===== config.mk =====
export PLATFORM = sky130hd
export DESIGN_NAME = line_rasterizer
export DESIGN_NICKNAME = d
export VERILOG_FILES = /design/src/rtl/lrast_pkg.sv /design/src/rtl/lrast_ctrl.sv /design/src/rtl/lrast_dp.sv /design/src/rtl/line_rasterizer.sv
export VERILOG_INCLUDE_DIRS = /design/src /design/src/rtl
export SDC_FILE = /design/constraint.sdc
export NUM_CORES = 1
export LEC_CHECK = 0
export ABC_AREA = 1
export BUFFER_PORTS_ARGS = -buffer_cell sky130_fd_sc_hd__buf_2
export CELL_PAD_IN_SITES_DETAIL_PLACEMENT = 1
export CELL_PAD_IN_SITES_GLOBAL_PLACEMENT = 1
export CORE_AREA = 2 2 202 204
export DETAILED_ROUTE_END_ITERATION = 8
export DIE_AREA = 0 0 204 206
export GPL_ROUTABILITY_DRIVEN = 1
export PLACE_DENSITY_LB_ADDON = 0.1
export REMOVE_ABC_BUFFERS = 1
export SKIP_LAST_GASP = 1
export SYNTH_ARGS = -nofsm -noshare
export SYNTH_HDL_FRONTEND = slang
export SYNTH_SLANG_ARGS = --single-unit

===== constraint.sdc =====
create_clock -name aclk -period 13.78 [get_ports aclk]
set_input_delay 2.756 -clock aclk [delete_from_list [all_inputs] [get_ports aclk]]
set_output_delay 2.756 -clock aclk [all_outputs]
set_load 0.05 [all_outputs]

===== src/rtl/line_rasterizer_macros.svh =====
// ----------------------------------------------------------------------------
// line_rasterizer_macros
// Assertion macros used by the line rasterizer top level.
// ----------------------------------------------------------------------------
`ifndef LINE_RASTERIZER_MACROS_SVH
`define LINE_RASTERIZER_MACROS_SVH

// Consequent must hold in the same cycle as the antecedent.
`define LRAST_ASSERT_IMPLIES(label, clk, rstn, ante, cons) \
    label: assert property (@(posedge clk) disable iff (!(rstn)) (ante) |-> (cons)) \
        else $error("line_rasterizer: same-cycle check failed");

// Consequent must hold in the cycle after the antecedent.
`define LRAST_ASSERT_NEXT(label, clk, rstn, ante, cons) \
    label: assert property (@(posedge clk) disable iff (!(rstn)) (ante) |=> (cons)) \
        else $error("line_rasterizer: next-cycle check failed");

// Expression must hold at every clock edge out of reset.
`define LRAST_ASSERT_ALWAYS(label, clk, rstn, expr) \
    label: assert property (@(posedge clk) disable iff (!(rstn)) (expr)) \
        else $error("line_rasterizer: invariant failed");

`endif


===== src/rtl/lrast_pkg.sv =====
// ----------------------------------------------------------------------------
// lrast_pkg
// Widths, constants and shared types of the line rasterizer.
// ----------------------------------------------------------------------------
package lrast_pkg;

    localparam int COORD_W    = 6;
    localparam int DIM_W      = 7;
    localparam int COLOR_W    = 24;
    localparam int ADDR_W     = 12;
    localparam int ERR_W      = 10;
    localparam int CFG_IDX_W  = 1;
    localparam int S_TDATA_W  = 48;
    localparam int M_TDATA_W  = 48;

    localparam logic [DIM_W-1:0] CANVAS_MAX = DIM_W'(64);

    // Configuration register indexes
    localparam logic [CFG_IDX_W-1:0] CFG_CANVAS_WIDTH  = 1'b0;
    localparam logic [CFG_IDX_W-1:0] CFG_CANVAS_HEIGHT = 1'b1;

    typedef enum logic {
        ST_IDLE,
        ST_WALK
    } state_t;

    typedef struct packed {
        logic load;  // take a new segment into the walker
        logic emit;  // write current pixel to the output word and step
    } cmd_t;

    typedef struct packed {
        logic last;      // current pixel is the final one of the segment
        logic out_free;  // output word register can take a new pixel
    } status_t;

endpackage


===== src/rtl/lrast_ctrl.sv =====
// ----------------------------------------------------------------------------
// lrast_ctrl
// Controller: accepts a segment, then drives one Bresenham step per free
// output slot until the last pixel has been issued.
// ----------------------------------------------------------------------------
module lrast_ctrl (
    input  logic              aclk,
    input  logic              aresetn,
    input  logic              s_tvalid,
    output logic              s_tready,
    input  lrast_pkg::status_t status,
    output lrast_pkg::cmd_t    cmd
);

    lrast_pkg::state_t state_reg;
    lrast_pkg::state_t state_next;

    always_ff @(posedge aclk) begin
        if (!aresetn) begin
            state_reg <= lrast_pkg::ST_IDLE;
        end else begin
            state_reg <= state_next;
        end
    end

    always_comb begin
        state_next = state_reg;
        unique case (state_reg)
            lrast_pkg::ST_IDLE: begin
                if (s_tvalid) begin
                    state_next = lrast_pkg::ST_WALK;
                end
            end
            lrast_pkg::ST_WALK: begin
                if (status.out_free && status.last) begin
                    state_next = lrast_pkg::ST_IDLE;
                end
            end
            default: state_next = lrast_pkg::ST_IDLE;
        endcase
    end

    always_comb begin
        s_tready = 1'b0;
        cmd      = '0;
        unique case (state_reg)
            lrast_pkg::ST_IDLE: begin
                s_tready = 1'b1;
                cmd.load = s_tvalid;
            end
            lrast_pkg::ST_WALK: begin
                cmd.emit = status.out_free;
            end
            default: begin
                s_tready = 1'b0;
            end
        endcase
    end

endmodule


===== src/rtl/lrast_dp.sv =====
// ----------------------------------------------------------------------------
// lrast_dp
// Datapath: segment setup, Bresenham walker, canvas registers and the
// output word register with address and clipping.
// ----------------------------------------------------------------------------
module lrast_dp (
    input  logic                                   aclk,
    input  logic                                   aresetn,
    // s_tdata: start_x, start_y, end_x, end_y, line_color (lowest bit up)
    input  logic [lrast_pkg::S_TDATA_W-1:0]        s_tdata,
    input  logic                                   cfg_we,
    input  logic [lrast_pkg::CFG_IDX_W-1:0]        cfg_addr,
    input  logic [lrast_pkg::DIM_W-1:0]            cfg_wdata,
    input  lrast_pkg::cmd_t                        cmd,
    output lrast_pkg::status_t                     status,
    output logic                                   m_tvalid,
    input  logic                                   m_tready,
    // m_tdata: pixel_x, pixel_y, pixel_address, pixel_color (lowest bit up)
    output logic [lrast_pkg::M_TDATA_W-1:0]        m_tdata,
    // m_tuser: write_enable
    output logic                                   m_tuser,
    output logic                                   m_tlast
);

    localparam int CW = lrast_pkg::COORD_W;
    localparam int DW = lrast_pkg::DIM_W;
    localparam int EW = lrast_pkg::ERR_W;
    localparam int AW = lrast_pkg::ADDR_W;

    // Input word fields
    logic [CW-1:0] x0, y0, x1, y1;
    logic [lrast_pkg::COLOR_W-1:0] in_color;

    assign x0       = s_tdata[CW-1:0];
    assign y0       = s_tdata[2*CW-1:CW];
    assign x1       = s_tdata[3*CW-1:2*CW];
    assign y1       = s_tdata[4*CW-1:3*CW];
    assign in_color = s_tdata[4*CW+lrast_pkg::COLOR_W-1:4*CW];

    // Canvas registers
    logic [DW-1:0] width_reg, height_reg;
    logic [DW-1:0] w_eff, h_eff;

    always_ff @(posedge aclk) begin
        if (!aresetn) begin
            width_reg  <= lrast_pkg::CANVAS_MAX;
            height_reg <= lrast_pkg::CANVAS_MAX;
        end else if (cfg_we) begin
            unique case (cfg_addr)
                lrast_pkg::CFG_CANVAS_WIDTH:  width_reg  <= cfg_wdata;
                lrast_pkg::CFG_CANVAS_HEIGHT: height_reg <= cfg_wdata;
                default: ;
            endcase
        end
    end

    assign w_eff = (width_reg  > lrast_pkg::CANVAS_MAX) ? lrast_pkg::CANVAS_MAX : width_reg;
    assign h_eff = (height_reg > lrast_pkg::CANVAS_MAX) ? lrast_pkg::CANVAS_MAX : height_reg;

    // Segment setup
    logic [CW-1:0] adx, ady, dmajor, dminor, sx0, sy0, sx1, sy1;
    logic          major_y, swap, minor_neg;
    logic [EW-1:0] err_init;

    always_comb begin
        adx       = (x1 > x0) ? (x1 - x0) : (x0 - x1);
        ady       = (y1 > y0) ? (y1 - y0) : (y0 - y1);
        major_y   = !(ady < adx);
        swap      = major_y ? (y0 > y1) : (x0 > x1);
        sx0       = swap ? x1 : x0;
        sy0       = swap ? y1 : y0;
        sx1       = swap ? x0 : x1;
        sy1       = swap ? y0 : y1;
        dmajor    = major_y ? ady : adx;
        dminor    = major_y ? adx : ady;
        minor_neg = major_y ? (sx1 < sx0) : (sy1 < sy0);
        err_init  = {(EW-CW-1)'(0), dminor, 1'b0} - EW'(dmajor);
    end

    // Walker state
    logic [CW-1:0] walk_x_reg, walk_y_reg, steps_left_reg, dmajor_reg, dminor_reg;
    logic [EW-1:0] err_reg;
    logic          minor_neg_reg, major_y_reg, force_off_reg;
    logic [lrast_pkg::COLOR_W-1:0] color_reg;

    logic          minor_move;
    logic [EW-1:0] err_next;
    logic [CW-1:0] minor_coord, minor_coord_next, walk_x_next, walk_y_next;

    always_comb begin
        minor_move  = !err_reg[EW-1] && (err_reg != '0);
        if (minor_move) begin
            err_next = err_reg + {(EW-CW-1)'(0), dminor_reg, 1'b0}
                               - {(EW-CW-1)'(0), dmajor_reg, 1'b0};
        end else begin
            err_next = err_reg + {(EW-CW-1)'(0), dminor_reg, 1'b0};
        end
        minor_coord      = major_y_reg ? walk_x_reg : walk_y_reg;
        minor_coord_next = minor_coord;
        if (minor_move) begin
            minor_coord_next = minor_neg_reg ? (minor_coord - 1'b1) : (minor_coord + 1'b1);
        end
        if (major_y_reg) begin
            walk_y_next = walk_y_reg + 1'b1;
            walk_x_next = minor_coord_next;
        end else begin
            walk_x_next = walk_x_reg + 1'b1;
            walk_y_next = minor_coord_next;
        end
    end

    always_ff @(posedge aclk) begin
        if (cmd.load) begin
            walk_x_reg     <= sx0;
            walk_y_reg     <= sy0;
            err_reg        <= err_init;
            dmajor_reg     <= dmajor;
            dminor_reg     <= dminor;
            minor_neg_reg  <= minor_neg;
            major_y_reg    <= major_y;
            color_reg      <= in_color;
            // zero-length segment: one pixel, never written
            force_off_reg  <= (dmajor == '0);
            steps_left_reg <= (dmajor == '0) ? CW'(1) : dmajor;
        end else if (cmd.emit) begin
            walk_x_reg     <= walk_x_next;
            walk_y_reg     <= walk_y_next;
            err_reg        <= err_next;
            steps_left_reg <= steps_left_reg - 1'b1;
        end
    end

    // Pixel address and clipping
    logic [AW:0]   prod;
    logic [AW-1:0] pix_addr;
    logic          in_canvas;

    always_comb begin
        prod      = (AW+1)'(walk_y_reg) * (AW+1)'(w_eff);
        pix_addr  = AW'(prod + (AW+1)'(walk_x_reg));
        in_canvas = ({1'b0, walk_x_reg} < w_eff) && ({1'b0, walk_y_reg} < h_eff)
                    && !force_off_reg;
    end

    // Output word register
    logic                          m_tvalid_reg;
    logic [lrast_pkg::M_TDATA_W-1:0] m_tdata_reg;
    logic                          m_tuser_reg, m_tlast_reg;

    always_ff @(posedge aclk) begin
        if (!aresetn) begin
            m_tvalid_reg <= 1'b0;
        end else if (cmd.emit) begin
            m_tvalid_reg <= 1'b1;
        end else if (m_tready) begin
            m_tvalid_reg <= 1'b0;
        end
    end

    always_ff @(posedge aclk) begin
        if (cmd.emit) begin
            m_tdata_reg <= {color_reg, pix_addr, walk_y_reg, walk_x_reg};
            m_tuser_reg <= in_canvas;
            m_tlast_reg <= (steps_left_reg == CW'(1));
        end
    end

    assign status.out_free = !m_tvalid_reg || m_tready;
    assign status.last     = (steps_left_reg == CW'(1));

    assign m_tvalid = m_tvalid_reg;
    assign m_tdata  = m_tdata_reg;
    assign m_tuser  = m_tuser_reg;
    assign m_tlast  = m_tlast_reg;

endmodule


===== src/rtl/line_rasterizer.sv =====
// An accepted segment loads the walker; in the walk state the first pixel word
// then enters the output register once it is free. Throughput: one pixel per
// cycle from the Bresenham step unit while the output is not stalled; the next
// segment is taken the cycle after its last pixel enters the output register.
// Output stalls hold the walker. Reset (aresetn low, synchronous) clears the
// controller and the output valid and sets both canvas registers to 64.
// ----------------------------------------------------------------------------
// line_rasterizer
// Streams the pixels of one line segment per input word, with frame address,
// canvas clipping and last flag.
// ----------------------------------------------------------------------------
`include "line_rasterizer_macros.svh"

module line_rasterizer (
    input  logic                              aclk,
    input  logic                              aresetn,
    input  logic                              s_tvalid,
    output logic                              s_tready,
    // s_tdata: start_x[5:0], start_y[11:6], end_x[17:12], end_y[23:18],
    //          line_color[47:24]
    input  logic [lrast_pkg::S_TDATA_W-1:0]   s_tdata,
    output logic                              m_tvalid,
    input  logic                              m_tready,
    // m_tdata: pixel_x[5:0], pixel_y[11:6], pixel_address[23:12],
    //          pixel_color[47:24]
    output logic [lrast_pkg::M_TDATA_W-1:0]   m_tdata,
    // m_tuser: write_enable
    output logic                              m_tuser,
    output logic                              m_tlast,
    input  logic                              cfg_we,
    input  logic [lrast_pkg::CFG_IDX_W-1:0]   cfg_addr,
    input  logic [lrast_pkg::DIM_W-1:0]       cfg_wdata
);

    lrast_pkg::cmd_t    cmd;
    lrast_pkg::status_t status;

    lrast_ctrl u_ctrl (
        .aclk     (aclk),
        .aresetn  (aresetn),
        .s_tvalid (s_tvalid),
        .s_tready (s_tready),
        .status   (status),
        .cmd      (cmd)
    );

    lrast_dp u_dp (
        .aclk      (aclk),
        .aresetn   (aresetn),
        .s_tdata   (s_tdata),
        .cfg_we    (cfg_we),
        .cfg_addr  (cfg_addr),
        .cfg_wdata (cfg_wdata),
        .cmd       (cmd),
        .status    (status),
        .m_tvalid  (m_tvalid),
        .m_tready  (m_tready),
        .m_tdata   (m_tdata),
        .m_tuser   (m_tuser),
        .m_tlast   (m_tlast)
    );

    // a taken segment starts a walk: no second word until it is done
    `LRAST_ASSERT_NEXT(a_load_starts_walk, aclk, aresetn, s_tvalid && s_tready, !s_tready)
    // issuing the final pixel returns the controller to accept
    `LRAST_ASSERT_NEXT(a_last_ends_walk, aclk, aresetn, cmd.emit && status.last, s_tready)
    // a pixel is issued only while walking, and then into a free slot
    `LRAST_ASSERT_IMPLIES(a_emit_in_walk, aclk, aresetn, cmd.emit, !s_tready && status.out_free)
    `LRAST_ASSERT_ALWAYS(a_cmd_exclusive, aclk, aresetn, $onehot0({cmd.load, cmd.emit}))

endmodule

# Word-level counts from Yosys, hierarchy flattened
# Index checks and enable logic that the tools add are counted.
dict set report word_totals {
  latch_bits 0
  out_inout_bits 52
  memories 0
  ram_bits 0
  rom_bits 0
  regBits 133
  input_bits 61
}
dict set report op_classes {
  add_sub_neg 13
  order_cmp 11
  mul 1
  shifts 0
  bitwise 2
  mux 35
  n_reduce_logical 15
  eq_ne 1
  div_mod_pow 0
}
# op n
set op_table {}
lappend op_table {{two-way mux 6 bit} 20}
lappend op_table {{two-way mux 10 bit} 3}
lappend op_table {{> comparator 6 bit} 4}
lappend op_table {{subtractor 6 bit} 4}
lappend op_table {{adder 6 x 1 -> 6 bit (second input constant)} 3}
lappend op_table {{less-than comparator 6 bit} 3}
lappend op_table {{> comparator 7 bit (second input constant)} 2}
lappend op_table {{less-than comparator 6 x 7 -> 1 bit} 2}
lappend op_table {{two-way mux 7 bit} 2}
lappend op_table {{adder 12 x 6 -> 12 bit} 1}
lappend op_table {{multiplier 6 x 7 -> 12 bit} 1}
lappend op_table {{subtractor 6 x 1 -> 6 bit (second input constant)} 2}
lappend op_table {{adder 10 x 7 -> 10 bit} 1}
lappend op_table {{nonzero test 10 bit} 1}
lappend op_table {{subtractor 10 x 7 -> 10 bit} 1}
lappend op_table {{two-way mux 1 bit} 9}
lappend op_table {{subtractor 7 x 6 -> 8 bit} 1}
lappend op_table {{equality test 6 x 1 -> 1 bit (second input constant)} 1}
lappend op_table {{zero test 6 bit} 1}
lappend op_table {{logical AND 1 bit} 4}
lappend op_table {{zero test 1 bit} 4}
lappend op_table {{AND reduction 2 bit} 2}
lappend op_table {{nonzero test 2 bit} 2}
lappend op_table {{inverter 1 bit} 2}
lappend op_table {{other kinds (2)} 2}

# Depth between registers and ports, before layout
dict set report logic_depth {
  depth_word 7
  ltp_mapped 31
  mapped_depth_nobuf 29
}

# Modules after synthesis
# A second synthesis with hierarchy kept.
dict set report hier_totals {
  cells_unflattened 1060
  hier_area_um2 9402.8
}
# module area_each_um2 n_inst cells_per_inst seq_area_each_um2
set modules_own_cells {}
lappend modules_own_cells {lrast_dp 9347.7 1 1050 3813.7}
lappend modules_own_cells {lrast_ctrl 55.1 1 10 20.0}

# Least setup slack after synthesis
# OpenSTA, ideal clock, no wires.
dict set report synth_path {
  kind {input to register}
  from {in s_tdata[6] in the netlist's numbering}
  to {reg u_dp.err_reg[6], data pin}
  path_stages 29
  n_path_buf 1
  slack_ps 7342
  arrival_time_ps 6301
  setup_ps 137
  cell_sequence {inv_1 ha_1 inv_1 fa_1 inv_1 nor2_2 nor2_1 xor2_1 nand2_1 nand2_1 inv_1 ha_1 nand2_1 inv_1 nand2_1 nand2_1 inv_1 nand2_4 buf_4 o21ai_0 inv_1 fa_1 o21ai_0 a21o_1 a21oi_1 nand3b_1 nand2_1 nand2_1 nand2_1}
}
dict set report synth_between {
  elab_chain_cells 6
  word_cells_on_any_way 9
  cone_classes {add/sub: 3; order compare: 2; mux: 4}
}
# element line_no
set synth_rtl {}
lappend synth_rtl {{from (decl)} line_rasterizer.sv:21} ;# input logic [lrast_pkg::S_TDATA_W-1:0] s_tdata,
lappend synth_rtl {{subtractor 6 bit or > comparator 6 bit (tied branches)} lrast_dp.sv:67} ;# ady = (y1 > y0) ? (y1 - y0) : (y0 - y1);
lappend synth_rtl {{two-way mux 6 bit (*)} lrast_dp.sv:67}
lappend synth_rtl {{less-than comparator 6 bit} lrast_dp.sv:68} ;# major_y = !(ady < adx);
lappend synth_rtl {{two-way mux 6 bit (*)} lrast_dp.sv:75} ;# dminor = major_y ? adx : ady;
lappend synth_rtl {{named net u_dp.dminor[0]} lrast_dp.sv:61} ;# logic [CW-1:0] adx, ady, dmajor, dminor, sx0, sy0, sx1, sy1;
lappend synth_rtl {{subtractor 7 x 6 -> 8 bit (*)} lrast_dp.sv:77} ;# err_init = {(EW-CW-1)'(0), dminor, 1'b0} - EW'(dmajor);
lappend synth_rtl {{two-way mux 10 bit (*)} lrast_dp.sv:113} ;# if (cmd.load) begin
lappend synth_rtl {{to (signal assigned)} lrast_dp.sv:116} ;# err_reg <= err_init;
lappend synth_rtl {{to (signal assigned)} lrast_dp.sv:128} ;# err_reg <= err_next;
lappend synth_rtl {{to (decl)} lrast_dp.sv:82} ;# logic [EW-1:0] err_reg;
# The timed path passes the listed nets; every way through them passes the cells marked *.
# A chain may end at the register's enable or synchronous reset.

# Final worst setup path
dict set report layout_path {
  from {in s_tdata[2] in the netlist's numbering}
  to {reg u_dp.err_reg[6], data pin}
}
dict set report layout_between {
  elab_chain_cells 6
  word_cells_on_any_way 9
  cone_classes {add/sub: 3; order compare: 2; mux: 4}
}
# element line_no
set layout_rtl {}
lappend layout_rtl {{subtractor 6 bit or > comparator 6 bit (tied branches)} lrast_dp.sv:66} ;# adx = (x1 > x0) ? (x1 - x0) : (x0 - x1);
lappend layout_rtl {{two-way mux 6 bit (*)} lrast_dp.sv:66}
lappend layout_rtl {{less-than comparator 6 bit} lrast_dp.sv:68}
lappend layout_rtl {{two-way mux 6 bit (*)} lrast_dp.sv:75}
lappend layout_rtl {{named net u_dp.dminor[2]} lrast_dp.sv:61}
lappend layout_rtl {{subtractor 7 x 6 -> 8 bit (*)} lrast_dp.sv:77}
lappend layout_rtl {{two-way mux 10 bit (*)} lrast_dp.sv:113}
# Marked as above.

==> results.json <==
{
  "status": "finished, final reports clean",
  "layout_common_cells": "nand2_1 (301), inv_1 (163), edfxtp_1 (117), buf_2 (112), ha_1 (94)",
  "synth_area_um2": 9810,
  "cp_slowest_cell": "ha_1",
  "yosysWarnings": 0,
  "io_pins": 113,
  "synthArstFlopShare": 0,
  "rsz0062_at_grt": "no",
  "power_density_nw_per_um2": 197,
  "synth_ff_type": "edfxtp_1",
  "dieArea_um2": 42000,
  "synthCells": 1159,
  "drcViolationCount": 0,
  "crit_arrival_ns": 6.80,
  "fin_crit_sh": 0.480,
  "relSlewSlack": 0.329,
  "critical_path_class": "in2reg",
  "cts_root_buf": "clkbuf_16",
  "setup_slack_ns": 7.17,
  "wire_per_inst_um": 15.8,
  "grt_usage": 0.141,
  "crit_path_max_fanout": 16,
  "syn2layout_area_growth_pct": 17.7,
  "slew_viol_final": 0,
  "finalSetupTns_ns": 0,
  "netlist.top_cell.by_area": "edfxtp_1",
  "hp-class": "reg2reg",
  "comb_power_share": 0.512,
  "antenna_cells": 0,
  "totalWireLength_um": 28600,
  "whs_ns": 0.418,
  "portBuffers": 112,
  "switching_power_uw": 1060,
  "core-area_um2": 40200,
  "drive_above_1_share": 0.146,
  "ys_types": 50,
  "post_cts_buffers": 0,
  "ir_drop_uv": 88.1,
  "final_hold_viol_count": 0,
  "grt_pass1_wl_um": 45600,
  "required_ns": 13.98,
  "seq_power_share": 0.280,
  "grt-ovfl-total": 0,
  "drtPass1Iterations": 4,
  "place_congestion": 0.769,
  "cpMostUsedCell": "nand2_1",
  "antenna_found_initial": 0,
  "final_area_um2": 11500,
  "cts_tree": "yes",
  "htree_levels": 4,
  "slowest_delay_ns": 0.47,
  "post_dp_cell_area_um2": 10900,
  "grt_max_degree": 69,
  "vias": 7894,
  "drtIter0Drc": 308,
  "sw_frac_of_total": 0.466,
  "cts_resized": 0,
  "synth.top_cell.area_share": 0.358,
  "pre_cts_ws_ns": 6.71,
  "largest_register_ffs": 48,
  "power.share.clock": 0.208,
  "cts_max_path_buffers": 2,
  "dieHeight_um": 206,
  "max_cap_violations": 0,
  "avgSynthCellArea_um2": 8.46,
  "clkTransAtPathRegs_ns": 0.07,
  "vias_per_cell": 4.35,
  "holdBufCountCts": 0,
  "synth-seq-cells": 133,
  "crit_family": "compound AO/OA/AOI/OAI gates",
  "final_common_cell": "nand2_1",
  "endpoint_kind": "register",
  "crit_buf_inv": 5,
  "fmax_ghz": 0.151,
  "leakage_uw": 0.00546,
  "initial_core_util": 0.244,
  "cts.sinks": 133,
  "grt_pass1_vias": 8220,
  "skew_ns": 0.0103,
  "layout_min_cycle_time_ns": 6.61,
  "cp-start-kind": "input pin",
  "die_x_um": 204,
  "cts-buffers-inserted": 17,
  "fp-row-count": 74,
  "insertion_delay_ns": 0.44,
  "synth_area_leaders": "edfxtp_1 (36%), ha_1 (12%), nand2_1 (12%)",
  "postRouteAntennaNets": 0,
  "nets": 1457,
  "synth_edf_count": 117,
  "dp_hpwl_um": 23000,
  "p_int_uw": 1210,
  "synth-seq-area-share": 0.391,
  "final-setup-viol-count": 0,
  "tightestPinTransition_ns": 1.01
}
synth_stat cells (7+ instances only):
cell type and n:
xor2_1 20, nand2_1 301, nand3_1 72, xnor2_1 18
nand2_2 14, nand4_1 8, edfxtp_1 117, inv_1 164
ha_1 94, inv_2 7, fa_1 31, clkbuf_1 11
o21ai_0 55, dfxtp_1 16, nor3_1 7, nor2_1 93
a21oi_1 56
through the flow:
| stage | power, uW | std cells | utilization |
|---|---|---|---|
| 2_1_floorplan | 1470 | 1137 | - |
| 3_3_place_gp | 1820 | 1784 | 0.272 |
| 3_5_place_dp | 1830 | 1784 | 0.272 |
| 4_1_cts | 2320 | 1816 | 0.287 |
| 5_1_grt | 2500 | 1816 | 0.287 |
| 6_report | 2270 | 1816 | 0.287 |
cell type report:
type | count | area (um2)
Tap cell | 532 | 666
Timing Repair Buffer | 115 | 583
Multi-Input combinational cell | 832 | 5210
Fill cell | 4792 | 28600
Clock buffer | 17 | 425
Clock inverter | 15 | 174
Inverter | 172 | 646
Sequential cell | 133 | 3830
power by group through the flow:
stage | clock, uW | sequential (uW) | combinational (uW)
6_report | 473 | 635 | 1160
3_3_place_gp | 0 | 646 | 1180
4_1_cts | 489 | 638 | 1190
3_5_place_dp | 0 | 647 | 1190
5_1_grt | 508 | 647 | 1350
2_1_floorplan | 0 | 682 | 789
worst paths after layout:
path	startpoint	endpoint	slack [ns]	cells past startpoint
setup reg to reg	u_dp.width_reg[1]	u_dp.m_tdata[22]	9.00	19
setup / recovery	s_tdata[2]	u_dp.err_reg[6]	7.17	28
hold reg to reg	u_dp.color_reg[1]	u_dp.m_tdata[25]	0.42	0
hold / removal	u_dp.color_reg[1]	u_dp.m_tdata[25]	0.42	0
per-layer routing:
| layer | GRT usage | share of wire | vias to the layer above |
|---|---|---|---|
| met5 | 0 | 0 | - |
| met4 | 0.0318 | 0.0085 | 0 |
| met3 | 0.0205 | 0.026 | 13 |
| met2 | 0.241 | 0.48 | 90 |
| met1 | 0.187 | 0.48 | 3759 |
| li1 | - | - | 4032 |
kinds of logic after synthesis:
| kind of cell | Yosys count | share of synthesized area |
|---|---|---|
| xor gates and xnor gates | 38 | 0.0339 |
| adders and majority gates | 125 | 0.183 |
| AOI/OAI and AO/OA | 150 | 0.0866 |
| buffers and inverters | 194 | 0.0782 |
| and+or+nand+nor | 519 | 0.227 |
| DFF | 133 | 0.391 |
Note: power is estimated with default switching activity, not from simulation.
